## config.mk

```make
export PLATFORM = sky130hd
export DESIGN_NAME = iq_to_magnitude_phase_top
export DESIGN_NICKNAME = d
export VERILOG_FILES = /design/src/hw/rtl/itmp_pkg.sv /design/src/hw/rtl/itmp_front.sv /design/src/hw/rtl/itmp_back.sv /design/src/hw/rtl/iq_to_magnitude_phase_top.sv
export SDC_FILE = /design/constraint.sdc
export NUM_CORES = 2
export LEC_CHECK = 0
export ABC_AREA = 1
export BUFFER_PORTS_ARGS = -buffer_cell sky130_fd_sc_hd__buf_4
export CAP_MARGIN = 20
export CELL_PAD_IN_SITES_DETAIL_PLACEMENT = 0
export CELL_PAD_IN_SITES_GLOBAL_PLACEMENT = 1
export CORE_UTILIZATION = 53
export CTS_BUF_LIST = sky130_fd_sc_hd__clkbuf_8
export DETAILED_ROUTE_END_ITERATION = 16
export GPL_TIMING_DRIVEN = 1
export MAX_ROUTING_LAYER = met4
export PLACE_DENSITY_LB_ADDON = 0.1
export SLEW_MARGIN = 20
export SYNTH_ARGS = -nofsm -noshare
export SYNTH_HDL_FRONTEND = slang
export SYNTH_SLANG_ARGS = --single-unit
```

## constraint.sdc

```tcl
create_clock -name clk -period 128.4 [get_ports clk]
set_input_delay 6.42 -clock clk [delete_from_list [all_inputs] [get_ports clk]]
set_output_delay 6.42 -clock clk [all_outputs]
set_load 0.01 [all_outputs]
```

## src/hw/rtl/itmp_pkg.sv

```systemverilog
`default_nettype none
// ----------------------------------------------------------------------------
// itmp_pkg: shared types and constants
// Hilbert coefficients, register indexes and filter tap constants.
// ----------------------------------------------------------------------------
package itmp_pkg;

  localparam int TAPS = 31;
  localparam int CENTRE = 15;
  localparam int NCOEF = 8;
  localparam int HILBERT_SHIFT = 15;

  typedef enum logic [1:0] {
    REG_TX_ENABLE = 2'd0,
    REG_DECIM     = 2'd1,
    REG_PHASE_FS  = 2'd2,
    REG_NONE      = 2'd3
  } reg_idx_t;

  function automatic logic [14:0] coef(input logic [2:0] k);
    logic [14:0] c;
    unique case (k)
      3'd0: c = 15'd97;
      3'd1: c = 15'd267;
      3'd2: c = 15'd572;
      3'd3: c = 15'd1077;
      3'd4: c = 15'd1901;
      3'd5: c = 15'd3330;
      3'd6: c = 15'd6408;
      default: c = 15'd20628;
    endcase
    return c;
  endfunction

endpackage
`default_nettype wire

```

## src/hw/rtl/itmp_front.sv

```systemverilog
`default_nettype none
// ----------------------------------------------------------------------------
// itmp_front: decimation and delay line
// Counts pushed samples for decimation, shifts the delay line and forms the Hilbert pair
// one tap pair a cycle, then pushes (Q, I) into the queue.
// ----------------------------------------------------------------------------
module itmp_front #(
  parameter int SW = 16
) (
  input  wire logic          clk,
  input  wire logic          rst,
  input  wire logic          push,
  output logic               full,
  input  wire logic [SW-1:0] sample,
  input  wire logic          transmit_enable,
  input  wire logic [3:0]    decim_rate,
  output logic               q_valid,
  input  wire logic          q_ready,
  output logic signed [SW+1:0] q_val,
  output logic signed [SW-1:0] i_val
);

  localparam int AW = SW + 22;

  typedef enum logic [1:0] {S_IDLE, S_ACC, S_OUT} state_t;

  state_t state;
  logic [3:0] decim_count;
  logic [2:0] k;
  logic signed [SW-1:0] delay_line [itmp_pkg::TAPS];
  logic signed [AW-1:0] acc;
  logic signed [SW:0] diff;
  logic signed [AW-1:0] prod;

  assign full = (state != S_IDLE);
  assign diff = {delay_line[2*k][SW-1], delay_line[2*k]}
              - {delay_line[itmp_pkg::TAPS-1-2*k][SW-1], delay_line[itmp_pkg::TAPS-1-2*k]};
  assign prod = AW'(diff) * AW'($signed({1'b0, itmp_pkg::coef(k)}));
  assign q_valid = (state == S_OUT);

  always_ff @(posedge clk) begin
    if (rst) begin
      state <= S_IDLE;
      decim_count <= '0;
      k <= '0;
      for (int n = 0; n < itmp_pkg::TAPS; n++) delay_line[n] <= '0;
    end else begin
      unique case (state)
        S_IDLE: begin
          if (push && transmit_enable) begin
            if (4'(decim_count + 4'd1) == decim_rate) begin
              decim_count <= '0;
              for (int n = 0; n < itmp_pkg::TAPS - 1; n++) delay_line[n] <= delay_line[n+1];
              delay_line[itmp_pkg::TAPS-1] <= sample;
              acc <= '0;
              k <= '0;
              state <= S_ACC;
            end else begin
              decim_count <= 4'(decim_count + 4'd1);
            end
          end
        end
        S_ACC: begin
          acc <= acc + prod;
          k <= 3'(k + 3'd1);
          if (k == 3'(itmp_pkg::NCOEF - 1)) state <= S_OUT;
        end
        S_OUT: begin
          if (q_ready) state <= S_IDLE;
        end
        default: state <= S_IDLE;
      endcase
    end
  end

  assign q_val = (SW+2)'(acc >>> itmp_pkg::HILBERT_SHIFT);
  assign i_val = delay_line[itmp_pkg::CENTRE];

  property p_idle_no_valid;
    @(posedge clk) disable iff (rst) (state == S_IDLE) |-> !q_valid;
  endproperty
  a_idle_no_valid: assert property (p_idle_no_valid) else $error("valid while idle");
  a_count_k: assert property (@(posedge clk) disable iff (rst)
    (state == S_OUT) |-> (k == 3'd0)) else $error("tap index off");
  a_full: assert property (@(posedge clk) disable iff (rst)
    $fell(full) |-> $past(q_ready)) else $error("front freed early");

endmodule
`default_nettype wire

```

## src/hw/rtl/itmp_back.sv

```systemverilog
`default_nettype none
// ----------------------------------------------------------------------------
// itmp_back: magnitude and phase
// Takes one (Q, I) pair, runs a restoring divider for the ratio, the
// arctangent polynomial, and holds the result until it is popped.
// ----------------------------------------------------------------------------
module itmp_back #(
  parameter int SW = 16,
  parameter int F  = 15
) (
  input  wire logic            clk,
  input  wire logic            rst,
  input  wire logic            in_valid,
  output logic                 in_ready,
  input  wire logic signed [SW+1:0] q_val,
  input  wire logic signed [SW-1:0] i_val,
  input  wire logic [15:0]     phase_full_scale,
  output logic                 empty,
  input  wire logic            pop,
  output logic [16:0]          magnitude,
  output logic signed [15:0]   phase
);

  localparam int MW = SW + 1;
  localparam int CW = $clog2(F + 1);

  typedef enum logic [2:0] {S_IDLE, S_DIV, S_M1, S_M2, S_FIN, S_OUT} state_t;

  state_t state;
  logic [MW-1:0] hi, rem;
  logic [F:0] z;
  logic [CW-1:0] cnt;
  logic q_neg, i_neg, swap, i_zero;
  logic [15:0] a_c, b_c;
  logic [15:0] t;
  logic [31:0] mul;
  logic [31:0] fs_mul;
  logic [MW:0] rem_sh;
  logic [MW-1:0] aq, ai;

  assign aq = q_val[SW+1] ? MW'(-q_val) : MW'(q_val);
  assign ai = i_val[SW-1] ? MW'(-{i_val[SW-1], i_val}) : MW'({i_val[SW-1], i_val});
  assign rem_sh = (cnt == '0) ? {1'b0, rem} : {rem, 1'b0};
  assign fs_mul = 32'(phase_full_scale) * 32'd47663;
  assign in_ready = (state == S_IDLE);
  assign empty = (state != S_OUT);

  always_ff @(posedge clk) begin
    if (rst) begin
      state <= S_IDLE;
    end else begin
      unique case (state)
        S_IDLE: if (in_valid) begin
          q_neg <= q_val[SW+1];
          i_neg <= i_val[SW-1];
          i_zero <= (i_val == '0);
          swap <= aq > ai;
          hi <= (aq > ai) ? aq : ai;
          rem <= (aq > ai) ? ai : aq;
          magnitude <= 17'(((aq > ai) ? ai : aq) <= (((aq > ai) ? aq : ai) >> 2)
            ? ((aq > ai) ? aq : ai)
            : (((aq > ai) ? aq : ai) - (((aq > ai) ? aq : ai) >> 3))
              + (((aq > ai) ? ai : aq) >> 1));
          a_c <= 16'((phase_full_scale >> 3) + 16'(fs_mul >> 20));
          b_c <= 16'(fs_mul >> 20);
          z <= '0;
          cnt <= '0;
          state <= S_DIV;
        end
        S_DIV: begin
          if (hi == '0) begin
            z <= '0;
            state <= S_M1;
          end else begin
            if (rem_sh >= {1'b0, hi}) begin
              rem <= MW'(rem_sh - {1'b0, hi});
              z <= {z[F-1:0], 1'b1};
            end else begin
              rem <= MW'(rem_sh);
              z <= {z[F-1:0], 1'b0};
            end
            cnt <= CW'(cnt + 1'b1);
            if (cnt == CW'(F)) state <= S_M1;
          end
        end
        S_M1: begin
          mul <= 32'(b_c) * 32'(z);
          state <= S_M2;
        end
        S_M2: begin
          t <= 16'(a_c - 16'(mul >> F));
          state <= S_FIN;
        end
        S_FIN: begin
          logic [15:0] at, r;
          at = 16'((48'(t) * 48'(z)) >> F);
          if (swap) r = 16'((phase_full_scale >> 2) - at);
          else r = i_zero ? 16'd0 : at;
          if (i_neg) r = 16'((phase_full_scale >> 1) - r);
          phase <= q_neg ? 16'(-r) : r;
          state <= S_OUT;
        end
        S_OUT: if (pop) state <= S_IDLE;
        default: state <= S_IDLE;
      endcase
    end
  end

  a_hold: assert property (@(posedge clk) disable iff (rst)
    (state == S_OUT && !pop) |=> $stable(phase) && $stable(magnitude))
    else $error("result moved");
  a_excl: assert property (@(posedge clk) disable iff (rst)
    !(in_ready && !empty)) else $error("idle and full");
  a_div: assert property (@(posedge clk) disable iff (rst)
    (state == S_DIV) |-> (cnt <= CW'(F))) else $error("divider overrun");

endmodule
`default_nettype wire

```

## src/hw/rtl/iq_to_magnitude_phase_top.sv

```systemverilog
`default_nettype none
// ----------------------------------------------------------------------------
// iq_to_magnitude_phase_top: Hilbert IQ to magnitude and phase
// Decimates samples into a delay line and emits magnitude and phase.
//   channel  | handshake     | payload
//   input    | push / full   | sample
//   result   | empty / pop   | magnitude, phase
//   config   | APB           | transmit_enable, decim_rate, phase_full_scale
// Front: takes no new sample until a kept one's 8 tap pairs are summed and handed on.
// Back: one-bit-a-cycle divider; it takes no new pair until its result is popped.
// A register between the two parts lets the front shift while the back works.
// Reset is synchronous; registers return to 0, 6 and 7352.
// ----------------------------------------------------------------------------
module iq_to_magnitude_phase_top #(
  parameter int SAMPLE_WIDTH = 16,
  parameter int RATIO_FRAC_BITS = 15
) (
  input  wire logic                    clk,
  input  wire logic                    rst,
  input  wire logic                    push,
  output logic                         full,
  input  wire logic [SAMPLE_WIDTH-1:0] sample,
  output logic                         empty,
  input  wire logic                    pop,
  output logic [16:0]                  magnitude,
  output logic signed [15:0]           phase,
  input  wire logic                    psel,
  input  wire logic                    penable,
  input  wire logic                    pwrite,
  input  wire logic [3:0]              paddr,
  input  wire logic [31:0]             pwdata,
  output logic [31:0]                  prdata,
  output logic                         pready
);

  logic transmit_enable;
  logic [3:0] decim_rate;
  logic [15:0] phase_full_scale;
  logic f_valid, f_ready, h_valid, h_ready;
  logic signed [SAMPLE_WIDTH+1:0] fq, hq;
  logic signed [SAMPLE_WIDTH-1:0] fi, hi;
  itmp_pkg::reg_idx_t idx;

  assign pready = 1'b1;
  assign idx = itmp_pkg::reg_idx_t'(paddr[3:2]);

  always_ff @(posedge clk) begin
    if (rst) begin
      transmit_enable <= 1'b0;
      decim_rate <= 4'd6;
      phase_full_scale <= 16'd7352;
    end else if (psel && penable && pwrite) begin
      unique case (idx)
        itmp_pkg::REG_TX_ENABLE: transmit_enable <= pwdata[0];
        itmp_pkg::REG_DECIM: decim_rate <= pwdata[3:0];
        itmp_pkg::REG_PHASE_FS: phase_full_scale <= pwdata[15:0];
        default: ;
      endcase
    end
  end

  always_comb begin
    unique case (idx)
      itmp_pkg::REG_TX_ENABLE: prdata = {31'd0, transmit_enable};
      itmp_pkg::REG_DECIM: prdata = {28'd0, decim_rate};
      itmp_pkg::REG_PHASE_FS: prdata = {16'd0, phase_full_scale};
      default: prdata = '0;
    endcase
  end

  itmp_front #(.SW(SAMPLE_WIDTH)) u_front (
    .clk, .rst, .push, .full, .sample, .transmit_enable, .decim_rate,
    .q_valid(f_valid), .q_ready(f_ready), .q_val(fq), .i_val(fi)
  );

  assign f_ready = !h_valid;

  always_ff @(posedge clk) begin
    if (rst) h_valid <= 1'b0;
    else if (f_valid && f_ready) begin
      h_valid <= 1'b1;
      hq <= fq;
      hi <= fi;
    end else if (h_ready) h_valid <= 1'b0;
  end

  itmp_back #(.SW(SAMPLE_WIDTH), .F(RATIO_FRAC_BITS)) u_back (
    .clk, .rst, .in_valid(h_valid), .in_ready(h_ready), .q_val(hq), .i_val(hi),
    .phase_full_scale, .empty, .pop, .magnitude, .phase
  );

endmodule
`default_nettype wire
```

==> flow_summary.yaml <==
yosys:
  yosysTopAreaCellShare_pct: 31.4
  synth_edf_count: 709
  syn_avg_cell_area_um2: 8.74
  synth_area_leaders: "edfxtp_1 31%, fa_1 20%, inv_1 11%, ha_1 10%, nand2_1 7.3%"
  async_reset_ff_share_pct: 0
  yosys.area_share.simple_pct: 14.6
  yosys_warnings: 0
  synth_compound_area_share_pct: 7.20
  ys_ff_latch: 746
  synthesis.instances: 7773
  synth_top_area_cell: "edfxtp_1"
  synth_top_family_by_area: "adder cells"
  ys.flop_type: "edfxtp_1"
  syn_area_mm2: 0.0679
  yosysUniqueCellTypes: 65
  synth_seq_area_share_pct: 32.4
  yosys.area_share.adder_pct: 30.7
  synthMuxAreaShare_pct: 0.0295
  synth_xor_area_share_pct: 2.30
  synth_top_cells_by_count: "1978 x inv_1, 1319 x nand2_1, 788 x nor2_1"
  synthMostInstantiatedCell: "inv_1"
layout:
  layout.nets: 9126
  drive_above_1_share_pct: 5.60
  syn2layout_area_growth_pct: 7.28
  instances_no_fill: 9569
clock_network:
  cts_tree: "done"
  clock-root-buffer: "clkbuf_8"
  clkLatencyLatePin_ps: 850
  post_cts_buffers: 0
  clockBufferDepth: 3
  cts.clk_slew.worst_paths_ps: 60
  h-tree-depth: 4
  clkSinkCount: 746
  post_cts_resized: 0
  cts_buffers: 134
  hold_buffers: 0
sta:
  rsz0062_at_grt: "no"
  skew_ps: 50.1
  finalMaxSlewViolations: 0
  finalSetupViolCount: 0
  fin_crit_ps: 13730
  tns_ps: 0
  slew_headroom_pct: 28.2
  clock.fmax_mhz: 72.8
  finalHoldViolCount: 0
  worst_pin_slew_ps: 1080
  fin_crit_sh_pct: 10.7
worst_setup_path:
  worstSetupEndpointType: "primary output"
  start_kind: "input port"
  arrival_ps: 7310
  r2r_slack_ps: 116340
  r2r_cells: 57
  worstSetupPathType: "input port to primary output"
  worstPathRequired_ps: 121980
  cp_max_fo: 15
global_route:
  gr-usage-all-layers_pct: 26.5
  antenna_found_initial: 3
  grt_max_degree: 192
  grt_pass1_wl_um: 265000
  gr-total-overflow: 0
  grt_pass1_vias: 50400
floorplanning:
  fp.coreArea_mm2: 0.126
  die_area_mm2: 0.130
  die_y_um: 360
  fp.dieW_um: 360
  io_pins: 127
  rows: 130
  initial_core_util_pct: 53.7
placement:
  dp_cells: 9327
  gp_congestion: 0.896
  port_buffers: 91
  hpwl_um: 122000
route:
  wl_per_cell_um: 16.9
  drtIter0Drc: 3128
  remaining_drc_errors: 0
  viasPerCell: 5.11
  routed-via-count: 48900
  drt-pass1-iter-count: 6
  drtAntennaViolNets: 0
  routed_wl_um: 162000
pwr:
  ir_drop_mv: 0.0180
  p_leak_nw: 36.5
  power_density_mw_per_mm2: 12.8
job:
  maxCapViolCount: 0
min_path:
  holdPathStages: 0
  hp-class: "flip-flop to flip-flop"
run_status:
  status: "finished clean"
per-stage QoR:
| step | power (mW) | instance area, um2 | utilization (%) | setup WS, ps | hold slack [ps] |
|---|---|---|---|---|---|
| after floorplan | 0.616 | 68000 | - | 83860 | 426 |
| after global placement | 0.710 | 70200 | 55.6 | 114670 | 460 |
| after detailed placement | 0.715 | 70200 | 55.6 | 114690 | 458 |
| after CTS | 0.942 | 72800 | 57.6 | 114690 | 470 |
| after global routing | 1.01 | 72900 | 57.6 | 114520 | 489 |
| final | 0.932 | 72900 | 57.6 | 114670 | 473 |
critical path, stage by stage:
cell     delay [ps]
buf_4            90
inv_1            40
nor2_1          150
inv_1           240
o21ai_0         220
buf_4           150
layout by cell type, fill, tap and decap left out, types with 6 or more instances in the layout:
cell / instances
clkbuf_8: 142
o21ai_1: 16
a21oi_1: 365
xnor2_1: 62
inv_2: 12
nor3_2: 6
nor4_1: 7
a31oi_1: 30
clkinv_2: 10
nand4_1: 33
nor2_2: 9
nand3b_1: 9
a211oi_1: 8
nor2_1: 784
buf_4: 159
a21o_1: 14
o31ai_1: 7
nand3_2: 11
edfxtp_1: 709
o2111ai_1: 10
nand2_2: 20
xor2_1: 116
ha_1: 562
nand3_1: 171
nor3_1: 35
conb_1: 18
a22oi_1: 8
inv_1: 2020
o21a_1: 17
o21bai_1: 19
clkinv_1: 33
dfxtp_1: 36
nand2_1: 1319
bufinv_16: 6
or2_2: 26
o211ai_1: 17
a221oi_1: 19
o21ai_0: 291
fa_1: 691
o221ai_1: 18
per-layer routing:
layer | global-route usage (%) | vias up | part of all wire, %
met4 | 7.18 | 0 | 2.5
met3 | 3.26 | 230 | 4.2
met1 | 32.9 | 23700 | 43
met5 | - | - | 0
li1 | - | 24000 | -
met2 | 45.6 | 950 | 50
area by class of cell:
type | instances | area (um2)
Antenna cell | 2 | 5.00
Tap cell | 1650 | 2060
Timing Repair Buffer | 163 | 1260
Multi-Input combinational cell | 4770 | 37400
Fill cell | 11600 | 53500
Sequential cell | 746 | 22000
Clock buffer | 141 | 1940
Inverter | 1999 | 7510
Clock inverter | 98 | 667
worst paths after layout:
kind | from | end
worst max-delay path | paddr[3] | prdata[2]
worst min-delay path | u_front.acc[19] | hq[4]
worst max register to register | u_front.k[0] | u_front.acc[32]
worst min register to register | u_front.acc[19] | hq[4]
cells by family (layout without fill, tap and decap cells):
logic type	Yosys count	count (layout)
other cells	2	20
buf+inv	2273	2401
simple gates	2450	2450
compound gates	869	869
mux	2	2
flops	746	746
xor+xnor	178	178
fa+ha+maj	1253	1253
flip-flops by register name, summed over array words and instances (netlist names), 2 cells and up, named ones only:
signal,count
u_front.k,3
u_back.t,16
u_back.state,3
u_front.state,2
u_back.magnitude,17
u_front.acc,33
u_back.z,16
u_front.delay_line,496
u_back.rem,17
u_back.b_c,12
u_back.a_c,14
u_back.hi,17
u_front.decim_count,4
decim_rate,4
hi,16
u_back.cnt,4
u_back.phase,16
phase_full_scale,16
hq,18
u_back.mul,13
where the power goes:
group          switching (mW)  internal [mW]
registers             0.00268          0.278
clock network           0.106          0.116
logic                   0.277          0.152
total                   0.385          0.546
Note: power is estimated with default switching activity, not from simulation.
